<file path="config.mk">
export PLATFORM = sky130hd
export DESIGN_NAME = chassis_mode_and_motion_command
export DESIGN_NICKNAME = d
export VERILOG_FILES = /design/src/design/chmc_pkg.sv /design/src/design/chmc_front.sv /design/src/design/chmc_queue.sv /design/src/design/chmc_back.sv /design/src/design/chassis_mode_and_motion_command.sv
export SDC_FILE = /design/constraint.sdc
export NUM_CORES = 2
export LEC_CHECK = 0
export ABC_AREA = 1
export ABC_CLOCK_PERIOD_IN_PS = 13950
export BUFFER_PORTS_ARGS = -buffer_cell sky130_fd_sc_hd__buf_2
export CAP_MARGIN = 10
export CORE_ASPECT_RATIO = 0.75
export CORE_MARGIN = 4
export CORE_UTILIZATION = 60
export DETAILED_ROUTE_END_ITERATION = 8
export PLACE_DENSITY = 0.81
export SETUP_SLACK_MARGIN = 0.15
export SLEW_MARGIN = 40
export SYNTH_ARGS = -nofsm -noshare
export SYNTH_HDL_FRONTEND = slang
export SYNTH_HIERARCHICAL = 1
export SYNTH_SLANG_ARGS = --single-unit
</file>
<file path="constraint.sdc">
create_clock -name clk -period 13.95 [get_ports clk]
set_input_delay 1.395 -clock clk [delete_from_list [all_inputs] [get_ports clk]]
set_output_delay 1.395 -clock clk [all_outputs]
set_load 0.02 [all_outputs]
</file>
<file path="src/design/chmc_pkg.sv">
// Shared types, constants and table functions for the chassis mode and motion command block.
// No dependencies; every other file in this folder imports this package.
package chmc_pkg;

  // Fixed-point and table setup
  localparam int SINE_DEPTH    = 1024;
  localparam int FRACTION_BITS = 6;
  localparam int QUEUE_DEPTH_DEF = 2;

  localparam int FULL_TURN   = 23040;            // 360 degrees in 1/64 degree
  localparam int HALF_TURN   = FULL_TURN / 2;
  localparam int QUARTER     = SINE_DEPTH / 4;
  localparam int QTR_BITS    = $clog2(QUARTER);
  localparam int PHASE_BITS  = $clog2(SINE_DEPTH);
  localparam int K_W         = PHASE_BITS + 1;
  localparam int ANG_W       = $clog2(FULL_TURN);
  localparam int NUM_W       = $clog2(FULL_TURN * SINE_DEPTH);
  localparam longint unsigned HALF_PI_Q30 = 64'd1686629713;

  // Reciprocal of FULL_TURN, exact for every NUM_W-bit numerator
  localparam int RECIP_SH = 40;
  localparam longint unsigned RECIP = ((64'd1 << RECIP_SH) + FULL_TURN - 1) / FULL_TURN;
  localparam int RECIP_W  = $clog2(RECIP + 1);

  // Field widths
  localparam int STICK_W = 11;
  localparam int TAB_W   = 15;                   // Q14 magnitude, up to 16384
  localparam int TRIG_W  = TAB_W + 1;
  localparam int PROD_W  = STICK_W + TRIG_W;
  localparam int SUM_W   = PROD_W + 1;
  localparam int VEL_LIMIT = 660;

  // Rescaling between 1/64 units and 2^-FRACTION_BITS units
  localparam int ROT_SH  = 14 - FRACTION_BITS;
  localparam int ROT_RND = 1 << (ROT_SH - 1);
  localparam int UP_SH   = (FRACTION_BITS >= 6) ? FRACTION_BITS - 6 : 0;
  localparam int DN_SH   = (FRACTION_BITS < 6) ? 6 - FRACTION_BITS : 0;
  localparam int DN_RND  = (DN_SH > 0) ? (1 << (DN_SH - 1)) : 0;
  localparam int INT_W   = 19 + UP_SH;

  // Switch and key codes
  localparam logic [1:0] SW_UP   = 2'd1;
  localparam logic [1:0] SW_MID  = 2'd2;
  localparam logic [1:0] SW_DOWN = 2'd3;
  localparam logic [1:0] PSW_DOWN = 2'd3;

  localparam int KEY_W = 0;
  localparam int KEY_S = 1;
  localparam int KEY_A = 2;
  localparam int KEY_D = 3;
  localparam int KEY_Q = 4;
  localparam int KEY_E = 5;
  localparam int KEY_F = 6;
  localparam int KEY_G = 7;

  typedef enum logic [1:0] {
    MODE_FOLLOW   = 2'd0,
    MODE_NOFOLLOW = 2'd1,
    MODE_SPIN     = 2'd2
  } mode_t;

  typedef enum logic [1:0] {
    DRIVE_LOCK  = 2'd0,
    DRIVE_SPEED = 2'd1,
    DRIVE_ZERO  = 2'd2
  } drive_t;

  typedef enum logic [1:0] {
    CFG_SPIN_RATE      = 2'd0,
    CFG_LOCK_DEADBAND  = 2'd1,
    CFG_KEY_FULL_SCALE = 2'd2
  } cfg_idx_t;

  typedef struct packed {
    logic signed [16:0] spin_rate;
    logic [11:0]        lock_deadband;
    logic [9:0]         key_full_scale;
  } cfg_t;

  // One classified item on its way from front to back
  typedef struct packed {
    mode_t                     mode;
    logic signed [STICK_W-1:0] vx;
    logic signed [STICK_W-1:0] vy;
    logic signed [STICK_W-1:0] syaw;
    logic signed [14:0]        ang;
    logic [1:0]                psw;
    logic [NUM_W-1:0]          num;
  } front_item_t;

  // 1/64 units to 2^-FRACTION_BITS units, rounding half up when narrowing
  function automatic logic signed [INT_W-1:0] to_frac(input logic signed [INT_W-1:0] v);
    if (UP_SH > 0) begin
      return v <<< UP_SH;
    end
    return (v + $signed(INT_W'(DN_RND))) >>> DN_SH;
  endfunction

  // Q14 sine or cosine of quarter-wave step r, from a Q30 Taylor series
  function automatic logic [TAB_W-1:0] quarter_wave(input int r, input bit want_cos);
    longint unsigned x, x2, ts, tc;
    longint ss, cs, v;
    x  = (64'(4 * r) * HALF_PI_Q30) / SINE_DEPTH;
    x2 = (x * x) >> 30;
    ts = x;
    tc = 64'd1 << 30;
    ss = longint'(x);
    cs = longint'(64'd1 << 30);
    for (int i = 1; i <= 7; i++) begin
      ts = ((ts * x2) >> 30) / 64'((2 * i) * (2 * i + 1));
      tc = ((tc * x2) >> 30) / 64'((2 * i - 1) * (2 * i));
      if ((i & 1) != 0) begin
        ss = ss - longint'(ts);
        cs = cs - longint'(tc);
      end else begin
        ss = ss + longint'(ts);
        cs = cs + longint'(tc);
      end
    end
    if (ss < 0) ss = 0;
    if (cs < 0) cs = 0;
    v = want_cos ? cs : ss;
    return TAB_W'((v + (longint'(1) << 15)) >>> 16);
  endfunction

endpackage

</file>
<file path="src/design/chmc_front.sv">
// Front end: input handshake, mode selection state and velocity/angle classification.
// Depends on chmc_pkg; writes one front_item_t per accepted beat into the queue.
module chmc_front
  import chmc_pkg::*;
(
  input  logic                      clk,
  input  logic                      rst_n,
  input  logic                      in_valid,
  output logic                      in_ready,
  input  logic signed [STICK_W-1:0] in_stick_x,
  input  logic signed [STICK_W-1:0] in_stick_y,
  input  logic signed [STICK_W-1:0] in_stick_yaw,
  input  logic [1:0]                in_mode_switch,
  input  logic [1:0]                in_power_switch,
  input  logic [7:0]                in_keys,
  input  logic signed [14:0]        in_relative_angle,
  input  logic [9:0]                key_full_scale,
  input  logic                      q_full,
  output logic                      push,
  output front_item_t               item
);

  mode_t sw_choice_r, sw_choice_nxt;
  mode_t key_choice_r, key_choice_nxt;
  mode_t mode_r, mode_nxt;
  logic  acc;

  logic signed [STICK_W:0]   kfs, kdrv_x, kdrv_y;
  logic signed [STICK_W-1:0] vx, vy;
  logic [16:0]               ang_ofs;
  logic [ANG_W-1:0]          am;

  function automatic logic signed [STICK_W-1:0] clamp_vel(input logic signed [STICK_W:0] v);
    if (v > $signed((STICK_W+1)'(VEL_LIMIT))) begin
      return $signed(STICK_W'(VEL_LIMIT));
    end else if (v < -$signed((STICK_W+1)'(VEL_LIMIT))) begin
      return -$signed(STICK_W'(VEL_LIMIT));
    end
    return v[STICK_W-1:0];
  endfunction

  assign in_ready = !q_full;
  assign acc      = in_valid && in_ready;
  assign push     = acc;

  always_comb begin
    sw_choice_nxt = sw_choice_r;
    unique case (in_mode_switch)
      SW_UP:   sw_choice_nxt = MODE_SPIN;
      SW_MID:  sw_choice_nxt = MODE_FOLLOW;
      SW_DOWN: sw_choice_nxt = MODE_NOFOLLOW;
      default: sw_choice_nxt = sw_choice_r;
    endcase

    if (in_keys[KEY_G])      key_choice_nxt = MODE_NOFOLLOW;
    else if (in_keys[KEY_F]) key_choice_nxt = MODE_FOLLOW;
    else if (in_keys[KEY_E]) key_choice_nxt = MODE_SPIN;
    else if (in_keys[KEY_Q]) key_choice_nxt = MODE_FOLLOW;
    else                     key_choice_nxt = key_choice_r;

    // a key change overrides a switch change on the same tick
    mode_nxt = mode_r;
    if (sw_choice_nxt != sw_choice_r) mode_nxt = sw_choice_nxt;
    if (key_choice_nxt != key_choice_r) mode_nxt = key_choice_nxt;
  end

  always_comb begin
    kfs = $signed((STICK_W+1)'(key_full_scale));
    if (in_keys[KEY_D] && !in_keys[KEY_A])      kdrv_x = kfs;
    else if (in_keys[KEY_A] && !in_keys[KEY_D]) kdrv_x = -kfs;
    else                                        kdrv_x = '0;
    if (in_keys[KEY_W] && !in_keys[KEY_S])      kdrv_y = kfs;
    else if (in_keys[KEY_S] && !in_keys[KEY_W]) kdrv_y = -kfs;
    else                                        kdrv_y = '0;
    vx = clamp_vel((STICK_W+1)'(in_stick_x) + kdrv_x);
    vy = clamp_vel((STICK_W+1)'(in_stick_y) + kdrv_y);

    // angle folded into [0, FULL_TURN): one compare and subtract
    ang_ofs = $unsigned(17'(in_relative_angle)) + 17'(FULL_TURN);
    if (ang_ofs >= 17'(FULL_TURN)) am = ANG_W'(ang_ofs - 17'(FULL_TURN));
    else                           am = ANG_W'(ang_ofs);

    item.mode = mode_nxt;
    item.vx   = vx;
    item.vy   = vy;
    item.syaw = in_stick_yaw;
    item.ang  = in_relative_angle;
    item.psw  = in_power_switch;
    item.num  = (NUM_W'(am) << PHASE_BITS) + NUM_W'(HALF_TURN);
  end

  always_ff @(posedge clk) begin
    if (!rst_n) begin
      sw_choice_r  <= MODE_FOLLOW;
      key_choice_r <= MODE_FOLLOW;
      mode_r       <= MODE_FOLLOW;
    end else if (acc) begin
      sw_choice_r  <= sw_choice_nxt;
      key_choice_r <= key_choice_nxt;
      mode_r       <= mode_nxt;
    end
  end

`ifndef NO_ASSERTIONS
  a_key_g_wins: assert property (@(posedge clk) disable iff (!rst_n)
    (acc && in_keys[KEY_G]) |=> (key_choice_r == MODE_NOFOLLOW))
    else $error("G key did not select no-follow");

  a_mode_holds: assert property (@(posedge clk) disable iff (!rst_n)
    !acc |=> $stable(mode_r))
    else $error("mode changed without an accepted beat");
`endif

endmodule

</file>
<file path="src/design/chmc_queue.sv">
// Short register FIFO of classified items between front and back.
// Depends on chmc_pkg for front_item_t.
module chmc_queue
  import chmc_pkg::*;
#(
  parameter int DEPTH = QUEUE_DEPTH_DEF
) (
  input  logic        clk,
  input  logic        rst_n,
  input  logic        push,
  input  front_item_t wr_item,
  input  logic        pop,
  output front_item_t rd_item,
  output logic        rd_valid,
  output logic        full
);

  localparam int PTR_W = $clog2(DEPTH);
  localparam int CNT_W = $clog2(DEPTH + 1);

  front_item_t      mem_r [DEPTH];
  logic [PTR_W-1:0] wr_ptr_r, rd_ptr_r;
  logic [CNT_W-1:0] count_r;

  function automatic logic [PTR_W-1:0] bump(input logic [PTR_W-1:0] p);
    if (p == PTR_W'(DEPTH - 1)) return '0;
    return p + PTR_W'(1);
  endfunction

  assign rd_valid = (count_r != '0);
  assign full     = (count_r == CNT_W'(DEPTH));
  assign rd_item  = mem_r[rd_ptr_r];

  always_ff @(posedge clk) begin
    if (!rst_n) begin
      wr_ptr_r <= '0;
      rd_ptr_r <= '0;
      count_r  <= '0;
    end else begin
      if (push) wr_ptr_r <= bump(wr_ptr_r);
      if (pop)  rd_ptr_r <= bump(rd_ptr_r);
      if (push && !pop)      count_r <= count_r + CNT_W'(1);
      else if (pop && !push) count_r <= count_r - CNT_W'(1);
    end
  end

  always_ff @(posedge clk) begin
    if (push) mem_r[wr_ptr_r] <= wr_item;
  end

`ifndef NO_ASSERTIONS
  a_count_up: assert property (@(posedge clk) disable iff (!rst_n)
    (push && !pop) |=> (count_r == $past(count_r) + CNT_W'(1)))
    else $error("queue count lost a push");
`endif

endmodule

</file>
<file path="src/design/chmc_back.sv">
// Back end: phase lookup, rotation, yaw and drive-state decision, output register.
// Depends on chmc_pkg; four stages that advance together on a single enable.
module chmc_back
  import chmc_pkg::*;
(
  input  logic               clk,
  input  logic               rst_n,
  input  logic               head_valid,
  input  front_item_t        head,
  output logic               pop,
  input  cfg_t               cfg,
  output logic               out_valid,
  input  logic               out_ready,
  output logic signed [16:0] out_command_x,
  output logic signed [16:0] out_command_y,
  output logic signed [17:0] out_command_yaw,
  output logic [1:0]         out_mode_now,
  output logic [1:0]         out_drive_now,
  output logic               out_encoder_reset
);

  logic adv;

  // quarter-wave tables, constant
  logic [TAB_W-1:0] sin_tab [QUARTER];
  logic [TAB_W-1:0] cos_tab [QUARTER];

  for (genvar g = 0; g < QUARTER; g++) begin : g_tab
    assign sin_tab[g] = quarter_wave(g, 1'b0);
    assign cos_tab[g] = quarter_wave(g, 1'b1);
  end

  // stage 1: phase index
  logic                        s1_v_r;
  front_item_t                 s1_item_r;
  logic [PHASE_BITS-1:0]       s1_k_r;
  logic [NUM_W+RECIP_W-1:0]    k_prod;
  logic [K_W-1:0]              k_raw;
  logic [PHASE_BITS-1:0]       k_wrap;

  // stage 2: sine and cosine
  logic                        s2_v_r;
  front_item_t                 s2_item_r;
  logic signed [TRIG_W-1:0]    s2_sn_r, s2_cs_r;
  logic [1:0]                  quad;
  logic [QTR_BITS-1:0]         qidx;
  logic [TAB_W-1:0]            s_mag, c_mag, sn_mag, cs_mag;

  // stage 3: products
  logic                        s3_v_r;
  front_item_t                 s3_item_r;
  logic signed [PROD_W-1:0]    p_xc_r, p_ys_r, p_yc_r, p_xs_r;

  // stage 4: commands and drive decision
  logic signed [SUM_W-1:0]     rx_sum, ry_sum;
  logic signed [INT_W-1:0]     cx, cy, cyaw, yaw_base, db;
  drive_t                      dec, drive_nxt, drive_r;
  logic                        enc;

  logic                        out_valid_r;
  logic signed [16:0]          out_cx_r, out_cy_r;
  logic signed [17:0]          out_cyaw_r;
  mode_t                       out_mode_r;
  logic                        out_enc_r;

  function automatic logic in_band(input logic signed [INT_W-1:0] v,
                                   input logic signed [INT_W-1:0] lim);
    return (v < lim) && (v > -lim);
  endfunction

  assign adv = !out_valid_r || out_ready;
  assign pop = adv && head_valid;

  always_comb begin
    k_prod = NUM_W'(head.num) * RECIP_W'(RECIP);
    k_raw  = k_prod[RECIP_SH +: K_W];
    if (k_raw >= K_W'(SINE_DEPTH)) k_wrap = PHASE_BITS'(k_raw - K_W'(SINE_DEPTH));
    else                           k_wrap = PHASE_BITS'(k_raw);
  end

  always_comb begin
    quad   = s1_k_r[PHASE_BITS-1 -: 2];
    qidx   = s1_k_r[QTR_BITS-1:0];
    s_mag  = sin_tab[qidx];
    c_mag  = cos_tab[qidx];
    sn_mag = quad[0] ? c_mag : s_mag;
    cs_mag = quad[0] ? s_mag : c_mag;
  end

  always_comb begin
    rx_sum = SUM_W'(p_xc_r) - SUM_W'(p_ys_r);
    ry_sum = SUM_W'(p_yc_r) + SUM_W'(p_xs_r);

    if (s3_item_r.mode == MODE_FOLLOW) begin
      cx = INT_W'(s3_item_r.vx) <<< FRACTION_BITS;
      cy = INT_W'(s3_item_r.vy) <<< FRACTION_BITS;
    end else begin
      cx = INT_W'((rx_sum + $signed(SUM_W'(ROT_RND))) >>> ROT_SH);
      cy = INT_W'((ry_sum + $signed(SUM_W'(ROT_RND))) >>> ROT_SH);
    end

    unique case (s3_item_r.mode)
      MODE_FOLLOW:   yaw_base = to_frac(INT_W'(s3_item_r.ang));
      MODE_NOFOLLOW: yaw_base = '0;
      MODE_SPIN:     yaw_base = to_frac(INT_W'(cfg.spin_rate));
      default:       yaw_base = '0;
    endcase
    cyaw = yaw_base + (INT_W'(s3_item_r.syaw) <<< FRACTION_BITS);

    db  = to_frac($signed(INT_W'(cfg.lock_deadband)));
    dec = (in_band(cx, db) && in_band(cy, db) && in_band(cyaw, db)) ? DRIVE_LOCK
                                                                    : DRIVE_SPEED;
    enc = (dec != drive_r);
    drive_nxt = (s3_item_r.psw == PSW_DOWN) ? DRIVE_ZERO : dec;
  end

  always_ff @(posedge clk) begin
    if (!rst_n) begin
      s1_v_r      <= 1'b0;
      s2_v_r      <= 1'b0;
      s3_v_r      <= 1'b0;
      out_valid_r <= 1'b0;
      drive_r     <= DRIVE_LOCK;
    end else if (adv) begin
      s1_v_r      <= head_valid;
      s2_v_r      <= s1_v_r;
      s3_v_r      <= s2_v_r;
      out_valid_r <= s3_v_r;
      if (s3_v_r) drive_r <= drive_nxt;
    end
  end

  always_ff @(posedge clk) begin
    if (adv) begin
      s1_item_r <= head;
      s1_k_r    <= k_wrap;

      s2_item_r <= s1_item_r;
      s2_sn_r   <= quad[1] ? -$signed({1'b0, sn_mag}) : $signed({1'b0, sn_mag});
      s2_cs_r   <= (quad[1] ^ quad[0]) ? -$signed({1'b0, cs_mag}) : $signed({1'b0, cs_mag});

      s3_item_r <= s2_item_r;
      p_xc_r    <= s2_item_r.vx * s2_cs_r;
      p_ys_r    <= s2_item_r.vy * s2_sn_r;
      p_yc_r    <= s2_item_r.vy * s2_cs_r;
      p_xs_r    <= s2_item_r.vx * s2_sn_r;

      if (s3_v_r) begin
        out_cx_r   <= cx[16:0];
        out_cy_r   <= cy[16:0];
        out_cyaw_r <= cyaw[17:0];
        out_mode_r <= s3_item_r.mode;
        out_enc_r  <= enc;
      end
    end
  end

  assign out_valid         = out_valid_r;
  assign out_command_x     = out_cx_r;
  assign out_command_y     = out_cy_r;
  assign out_command_yaw   = out_cyaw_r;
  assign out_mode_now      = out_mode_r;
  assign out_drive_now     = drive_r;
  assign out_encoder_reset = out_enc_r;

`ifndef NO_ASSERTIONS
  a_stall_freezes: assert property (@(posedge clk) disable iff (!rst_n)
    !adv |=> $stable({s1_v_r, s2_v_r, s3_v_r}))
    else $error("pipeline moved while output stalled");

  a_power_zero: assert property (@(posedge clk) disable iff (!rst_n)
    (adv && s3_v_r && (s3_item_r.psw == PSW_DOWN)) |=>
      (out_valid_r && (drive_r == DRIVE_ZERO)))
    else $error("power switch down did not force zero force");
`endif

endmodule

</file>
<file path="src/design/chassis_mode_and_motion_command.sv">
// Top level of the chassis mode and motion command block: config registers and wiring.
// Depends on chmc_pkg, chmc_front, chmc_queue and chmc_back.
//
// Usage:
//  - Input channel (in_valid/in_ready): one beat per control tick carrying the three
//    stick channels, both switches, the key bits and the gimbal-to-chassis angle.
//  - Result channel (out_valid/out_ready): one beat per input beat, in order, with the
//    x/y/yaw commands, the mode in force, the drive state and the encoder-reset pulse.
//  - Config port (cfg_we/cfg_index/cfg_data): index 0 spin_rate, 1 lock_deadband,
//    2 key_full_scale; index 3 is ignored. Write only while the block is idle.
//  - Throughput: one beat per cycle, sustained, when out_ready stays high. From input
//    acceptance to out_valid the queue entry feeds a phase reciprocal stage, a
//    quarter-wave table stage, a four-multiplier stage and the command/decision stage
//    that loads the output register.
//  - Stall: a low out_ready with out_valid high freezes the back pipeline; the front
//    keeps taking beats until the QUEUE_DEPTH-entry queue fills, then in_ready drops.
//  - Reset (rst_n low, synchronous): mode follow, drive lock, pipeline and queue empty,
//    config back to spin_rate 0, lock_deadband 320, key_full_scale 660.
module chassis_mode_and_motion_command
  import chmc_pkg::*;
#(
  parameter int QUEUE_DEPTH = QUEUE_DEPTH_DEF
) (
  input  logic               clk,
  input  logic               rst_n,
  input  logic               in_valid,
  output logic               in_ready,
  input  logic signed [10:0] in_stick_x,
  input  logic signed [10:0] in_stick_y,
  input  logic signed [10:0] in_stick_yaw,
  input  logic [1:0]         in_mode_switch,
  input  logic [1:0]         in_power_switch,
  input  logic [7:0]         in_keys,
  input  logic signed [14:0] in_relative_angle,
  output logic               out_valid,
  input  logic               out_ready,
  output logic signed [16:0] out_command_x,
  output logic signed [16:0] out_command_y,
  output logic signed [17:0] out_command_yaw,
  output logic [1:0]         out_mode_now,
  output logic [1:0]         out_drive_now,
  output logic               out_encoder_reset,
  input  logic               cfg_we,
  input  logic [1:0]         cfg_index,
  input  logic [16:0]        cfg_data
);

  cfg_t        cfg_r;
  logic        push, pop, q_full, head_valid;
  front_item_t wr_item, head;

  // config registers: plain writes, no read-back
  always_ff @(posedge clk) begin
    if (!rst_n) begin
      cfg_r.spin_rate      <= '0;
      cfg_r.lock_deadband  <= 12'd320;
      cfg_r.key_full_scale <= 10'd660;
    end else if (cfg_we) begin
      unique case (cfg_index)
        CFG_SPIN_RATE:      cfg_r.spin_rate      <= $signed(cfg_data);
        CFG_LOCK_DEADBAND:  cfg_r.lock_deadband  <= cfg_data[11:0];
        CFG_KEY_FULL_SCALE: cfg_r.key_full_scale <= cfg_data[9:0];
        default: ;
      endcase
    end
  end

  // front: handshake, mode choice, key drive and clamp, angle fold
  chmc_front u_front (
    .clk               (clk),
    .rst_n             (rst_n),
    .in_valid          (in_valid),
    .in_ready          (in_ready),
    .in_stick_x        (in_stick_x),
    .in_stick_y        (in_stick_y),
    .in_stick_yaw      (in_stick_yaw),
    .in_mode_switch    (in_mode_switch),
    .in_power_switch   (in_power_switch),
    .in_keys           (in_keys),
    .in_relative_angle (in_relative_angle),
    .key_full_scale    (cfg_r.key_full_scale),
    .q_full            (q_full),
    .push              (push),
    .item              (wr_item)
  );

  // decouples the front from back-pressure on the result channel
  chmc_queue #(
    .DEPTH (QUEUE_DEPTH)
  ) u_queue (
    .clk      (clk),
    .rst_n    (rst_n),
    .push     (push),
    .wr_item  (wr_item),
    .pop      (pop),
    .rd_item  (head),
    .rd_valid (head_valid),
    .full     (q_full)
  );

  // back: rotation, yaw, drive state and output register
  chmc_back u_back (
    .clk               (clk),
    .rst_n             (rst_n),
    .head_valid        (head_valid),
    .head              (head),
    .pop               (pop),
    .cfg               (cfg_r),
    .out_valid         (out_valid),
    .out_ready         (out_ready),
    .out_command_x     (out_command_x),
    .out_command_y     (out_command_y),
    .out_command_yaw   (out_command_yaw),
    .out_mode_now      (out_mode_now),
    .out_drive_now     (out_drive_now),
    .out_encoder_reset (out_encoder_reset)
  );

endmodule
</file>
## After elaboration in Yosys (flattened, before gate mapping)

Memory sizes are Yosys's and may differ from the RTL's. A register that Yosys moved wholly into a read port is not among the register bits.
Cells that the tools add are included.

| storage, ports and cells | value |
|---|---|
| flip-flop bits (word level) | 416 |
| memory bits (writable) | 154 |
| bits in read-only memories | 7680 |
| input bits | 84 |
| output and inout port bits | 59 |
| logic and storage cells | 181 |
| memories | 3 |

Memories:

| memory | depth | bits a word | read ports | clocked after Yosys merged registers in | wr ports | line | RTL |
|---|---|---|---|---|---|---|---|
| (name not given) | 256 | 15 | 1 | 0 | 0 | chmc_back.sv:85 | `c_mag = cos_tab[qidx];` |
| (name not given) | 256 | 15 | 1 | 0 | 0 | chmc_back.sv:84 | `s_mag = sin_tab[qidx];` |
| u_queue.mem_r | 2 | 77 | 1 | 1 | 1 | chmc_queue.sv:21 | `front_item_t mem_r [DEPTH];` |

| operators by class | value |
|---|---|
| add/subtract/negate cells | 19 |
| multiply operators | 5 |
| $lt $le $gt $ge | 13 |
| eq/ne operators | 11 |
| multiplexer cells | 52 |
| bitwise logic cells | 2 |
| reductions and logical operators | 30 |

Operators with widths:

| cell | number |
|---|---|
| $mux W15 | 9 |
| $mul A11 B16 Y27 | 4 |
| $mux W11 | 6 |
| $gt A19 B19 Y1 | 3 |
| $lt A19 B13 Y1 | 3 |
| $add A27 B9 Y27 const B | 2 |
| $mul A25 B26 Y51 const B | 1 |
| $mux W12 | 4 |
| $mux W19 | 2 |
| $pmux W19 S2 | 1 |
| $neg A15 Y16 | 2 |
| $add A27 B27 Y27 | 1 |
| $sub A27 B27 Y27 | 1 |
| $add A25 B14 Y25 const B | 1 |
| $add A11 B12 Y12 | 2 |
| $gt A12 B11 Y1 const B | 2 |
| $lt A12 B11 Y1 const B | 2 |
| $add A19 B17 Y19 | 1 |
| $mux W1 | 19 |
| $neg A12 Y19 | 1 |
| $mux W2 | 9 |
| $add A15 B16 Y17 const B | 1 |
| $ge A17 B15 Y1 const B | 1 |
| $sub A15 B15 Y15 const B | 1 |
| 20 further kinds | 53 |

## Logic depth before layout (Yosys ltp)

| logic depth | value |
|---|---|
| depth after elaboration | 9 |
| gate-level depth with buffers | 32 |
| mapped depth without buffers | 32 |

## Hierarchy

The synthesis kept the hierarchy.

By module, submodules not included:

| module | instances | cells each | area an instance (um^2) | sequential area each (um^2) |
|---|---|---|---|---|
| chmc_back | 1 | 7586 | 61008.5 | 10960.5 |
| chmc_queue | 1 | 275 | 5919.4 | 4724.5 |
| chmc_front | 1 | 630 | 3599.7 | 120.1 |
| chassis_mode_and_motion_command | 1 | 244 | 1649.1 | 780.7 |

## Worst setup path before layout

OpenSTA, ideal clock, no wires.

| timing | value |
|---|---|
| path kind | input to register |
| from | in out_ready |
| to | reg u_queue.count_r[1] |
| library setup time | 64 ps |
| arrival time | 8671 ps |
| required time | 13886 ps |
| setup slack | 5215 ps |
| stages on the path | 11 |
| path buffers | 0 |
| path through | nor2_1 > inv_1 > nand2_1 > inv_1 > inv_1 > ha_1 > inv_1 > nand3_1 > nand2_1 > inv_1 > nor2_1 |

| between the ends | value |
|---|---|
| longest elaborated chain between the ends | 5 |
| elaborated cells on any way between the ends | 7 |
| classes of those cells | mux (1); reduce/logical (6) |

RTL lines:

| what | line | RTL |
|---|---|---|
| from (decl) | chassis_mode_and_motion_command.sv:36 | `input logic out_ready,` |
| $logic_or A1 B1 Y1 (*) | chmc_back.sv:71 | `assign adv = !out_valid_r \|\| out_ready;` |
| $logic_and A1 B1 Y1 (*) | chmc_back.sv:72 | `assign pop = adv && head_valid;` |
| via pop | chassis_mode_and_motion_command.sv:49 | `logic push, pop, q_full, head_valid;` |
| $logic_not A1 Y1 | chmc_queue.sv:42 | `if (push && !pop) count_r <= count_r + CNT_W'(1);` |
| $logic_and A1 B1 Y1 | chmc_queue.sv:42 |  |
| $mux W2 or $reduce_bool A2 Y1 (tied branches) | - |  |
| to (signal assigned) | chmc_queue.sv:42 |  |
| to (signal assigned) | chmc_queue.sv:43 | `else if (pop && !push) count_r <= count_r - CNT_W'(1);` |
| to (decl) | chmc_queue.sv:23 | `logic [CNT_W-1:0] count_r;` |

Mark *: on every way through the listed nets, which the timed path passes. The rest lies on a longest branch.
A chain may end at the register's enable or synchronous reset.

==> impl_metrics.csv <==
group,metric,value,unit
detailed_routing,routed_via_density,5.92,
synth,postSynthAreaPerCell,8.26,sq um
global_routing,grt_usage,39.5,%
synth,ys_seq_area_share,23.0,%
clocking,cts.sinks,571,
clocking,worstSkewPairLatency,720,ps
synth,syn-cell-area,72200,sq um
synth,yosys-top-cells-count,"nand2_1 (2032), inv_1 (2002), fa_1 (827)",
clocking,numCtsBuffers,60,
clocking,postCtsSetupBuffers,0,
floorplan,rows,109,
cells_and_area,syn2layout_area_growth,5.89,%
sta,fin_tns_setup,0,ps
clocking,cts_hold_buf,0,
clocking,cts_buffer_depth,3,
worst_setup_path,required,14370,ps
detailed_routing,routed_wl,248000,microns
sta,min_period,7840,ps
flow_run,cap_violations,0,
clocking,cts_tree,"built",
worst_setup_path,cp_max_fo,47,
floorplan,start_util,60.8,%
synth,yosysMostFrequentCell,"nand2_1",
synth,ys.flop_type,"edfxtp_1",
global_routing,grt_pass1_wl,374000,microns
global_routing,grt_max_degree,121,
cells_and_area,fin_nets,10400,
cells_and_area,seqCellArea,16600,sq um
detailed_routing,routedWlPerCell,23.9,microns
placed_design,port_buffers,142,
hold_path,worstHoldPathType,"reg2reg",
status,status,"finished, final reports clean",
sta,drv_slew,0,
synth,synth_edf_count,515,
sta,skew,44.7,ps
synth,synth_top_area_share,22.9,%
sta,rsz0062_at_grt,"false",
worst_setup_path,start_kind,"flop",
detailed_routing,drt-initial-drc-count,7797,
sta,hold_viol_final,0,
detailed_routing,ant_nets,0,
sta,max_slew.worst_pin.slew,992,ps
placed_design,dp_cells,10300,
synth,netlist_instances,8735,
global_routing,grt_pass1_vias,61100,
floorplan,dieHeight,308,microns
sta,max_freq,127,MHz
synth,synth_top_area_cell,"fa_1",
worst_setup_path,setup.worst_path.class,"reg2reg",
hold_path,min_path_cells,0,
detailed_routing,remaining_drc_errors,0,
sta,post-route-period-util,56.2,%
sta,setup_violations,0,
clocking,clkTransAtPathRegs,70,ps
detailed_routing,vias,61500,
clocking,clock-root-buffer,"clkbuf_16",
detailed_routing,first_pass_iters,8,
global_routing,antenna_found_initial,11,
cells_and_area,fill_cells,9525,
cells_and_area,multi_input_area,46500,sq um
sta,slew_headroom,33.8,%
synth,synth-seq-cells,571,
floorplan,die-width,408,microns
floorplan,die_area,126000,sq um
floorplan,core-area,119000,sq um
synth,yosys_warnings,6,
floorplan,ios,143,
global_routing,gr-total-overflow,0,
cells_and_area,fin_util,64.4,%
synth,synth.distinct_cells,70,
clocking,post_cts_resize_count,0,
worst_setup_path,reg2reg_depth,22,
cells_and_area,fin_cells,10400,
worst_setup_path,crit_path_end_kind,"flop",
synth,async_flop_share,0,%
placed_design,dp_hpwl,197000,microns
cells_and_area,drive_gt1_share,6.49,%
worst_setup_path,cp.arrival,8270,ps
placed_design,gp_congestion,1.06,
clocking,h-tree-depth,2,
synth,synth.area.top_cells,"fa_1 (23%), edfxtp_1 (21%), ha_1 (13%)",
==> final timing paths <==
check | start | endpoint | slack, ps
setup / recovery | flop | u_back/s1_k_r[9] | 6110
hold / removal | u_back/s1_item_r[57] | u_back/s2_item_r[57] | 390
setup reg to reg | flop | u_back/s1_k_r[9] | 6110
hold reg to reg | u_back/s1_item_r[57] | u_back/s2_item_r[57] | 390
==> layout by cell type (no fill, tap or decap), types with 30 or more instances in the layout <==
cell type,instances
o21ai_1,57
inv_1,1998
nand3_1,397
xor2_1,137
a31oi_1,36
a21oi_1,385
edfxtp_1,515
nor3_1,49
xnor2_1,69
buf_4,99
o21ai_0,225
mux2_2,47
o211ai_1,41
mux2_4,30
clkbuf_16,60
fa_1,827
nand2_1,2032
buf_2,141
nand4_1,66
nor2_1,441
dfxtp_1,55
nand2_2,33
ha_1,726
==> sequential cells by signal, summed over array words and instances, names as in the netlist, 10 cells and up, named ones only <==
name	cells
u_back/s1_item_r	52
u_back/s2_cs_r	16
u_back/out_command_y	17
u_back/out_command_yaw	18
u_back/s3_item_r	52
u_back/s2_item_r	52
u_back/p_yc_r	27
u_back/p_ys_r	27
cfg_r	39
u_queue/mem_r	154
u_back/s2_sn_r	16
u_back/s1_k_r	10
u_back/p_xc_r	27
u_back/out_command_x	17
u_back/p_xs_r	27
==> worst max-delay path: stages (launching register included) <==
cell and delay, ps:
dfxtp_4 750, buf_4 690, mux2_2 480, ha_1 360, fa_1 580, inv_1 70
fa_1 480, inv_1 50, fa_1 500, fa_1 560, fa_1 500, inv_1 50
fa_1 480, inv_1 50, ha_1 330, nand2_1 100, nor2_1 200, nand3_1 120
nor4_1 450, a31oi_1 210, o21ai_0 170, o21ai_0 120, xnor2_1 150
==> area by class of cell <==
type                       count  share of cell area [%]
clock inverter                40                   0.699
tap                         1554                    2.54
clock buffer                  73                    2.05
inverter                    2024                    9.97
multi-input combinational   5853                    60.8
sequential                   571                    21.7
timing repair buffer         256                    2.18
antenna                        3                 0.00982
==> logic make-up (layout without fill, tap and decap cells) <==
group	after synthesis	count (layout)	share of synthesized area (%)
simple gates	3127	3127	18.0
buf+inv	2319	2393	12.7
fa+ha+maj	1553	1553	35.5
compound gates	874	874	6.78
flops	571	571	23.0
xor+xnor	212	212	2.66
mux	77	77	1.36
other cells	2	13	0.0104
==> metrics by stage <==
step                      area [sq um]  hold slack [ps]  setup slack (ps)
after floorplan                  72200              400              5220
after global placement           74100              401              6300
after detailed placement         74200              405              6330
after CTS                        76300              384              6250
after global routing             76400              411              5860
final                            76400              391              6110
==> per-layer routing <==
metal	global-route usage (%)	vias to the layer above	wire length [microns]
met2	54.4	4050	97000
met5	0.900	-	194
li1	-	27100	-
met3	14.2	580	36700
met1	58.2	29700	106000
met4	11.8	14	8770
Power is left out: the tool's default activity adds up to more than one toggle a clock period on the data nets, which glitch-free logic cannot reach.
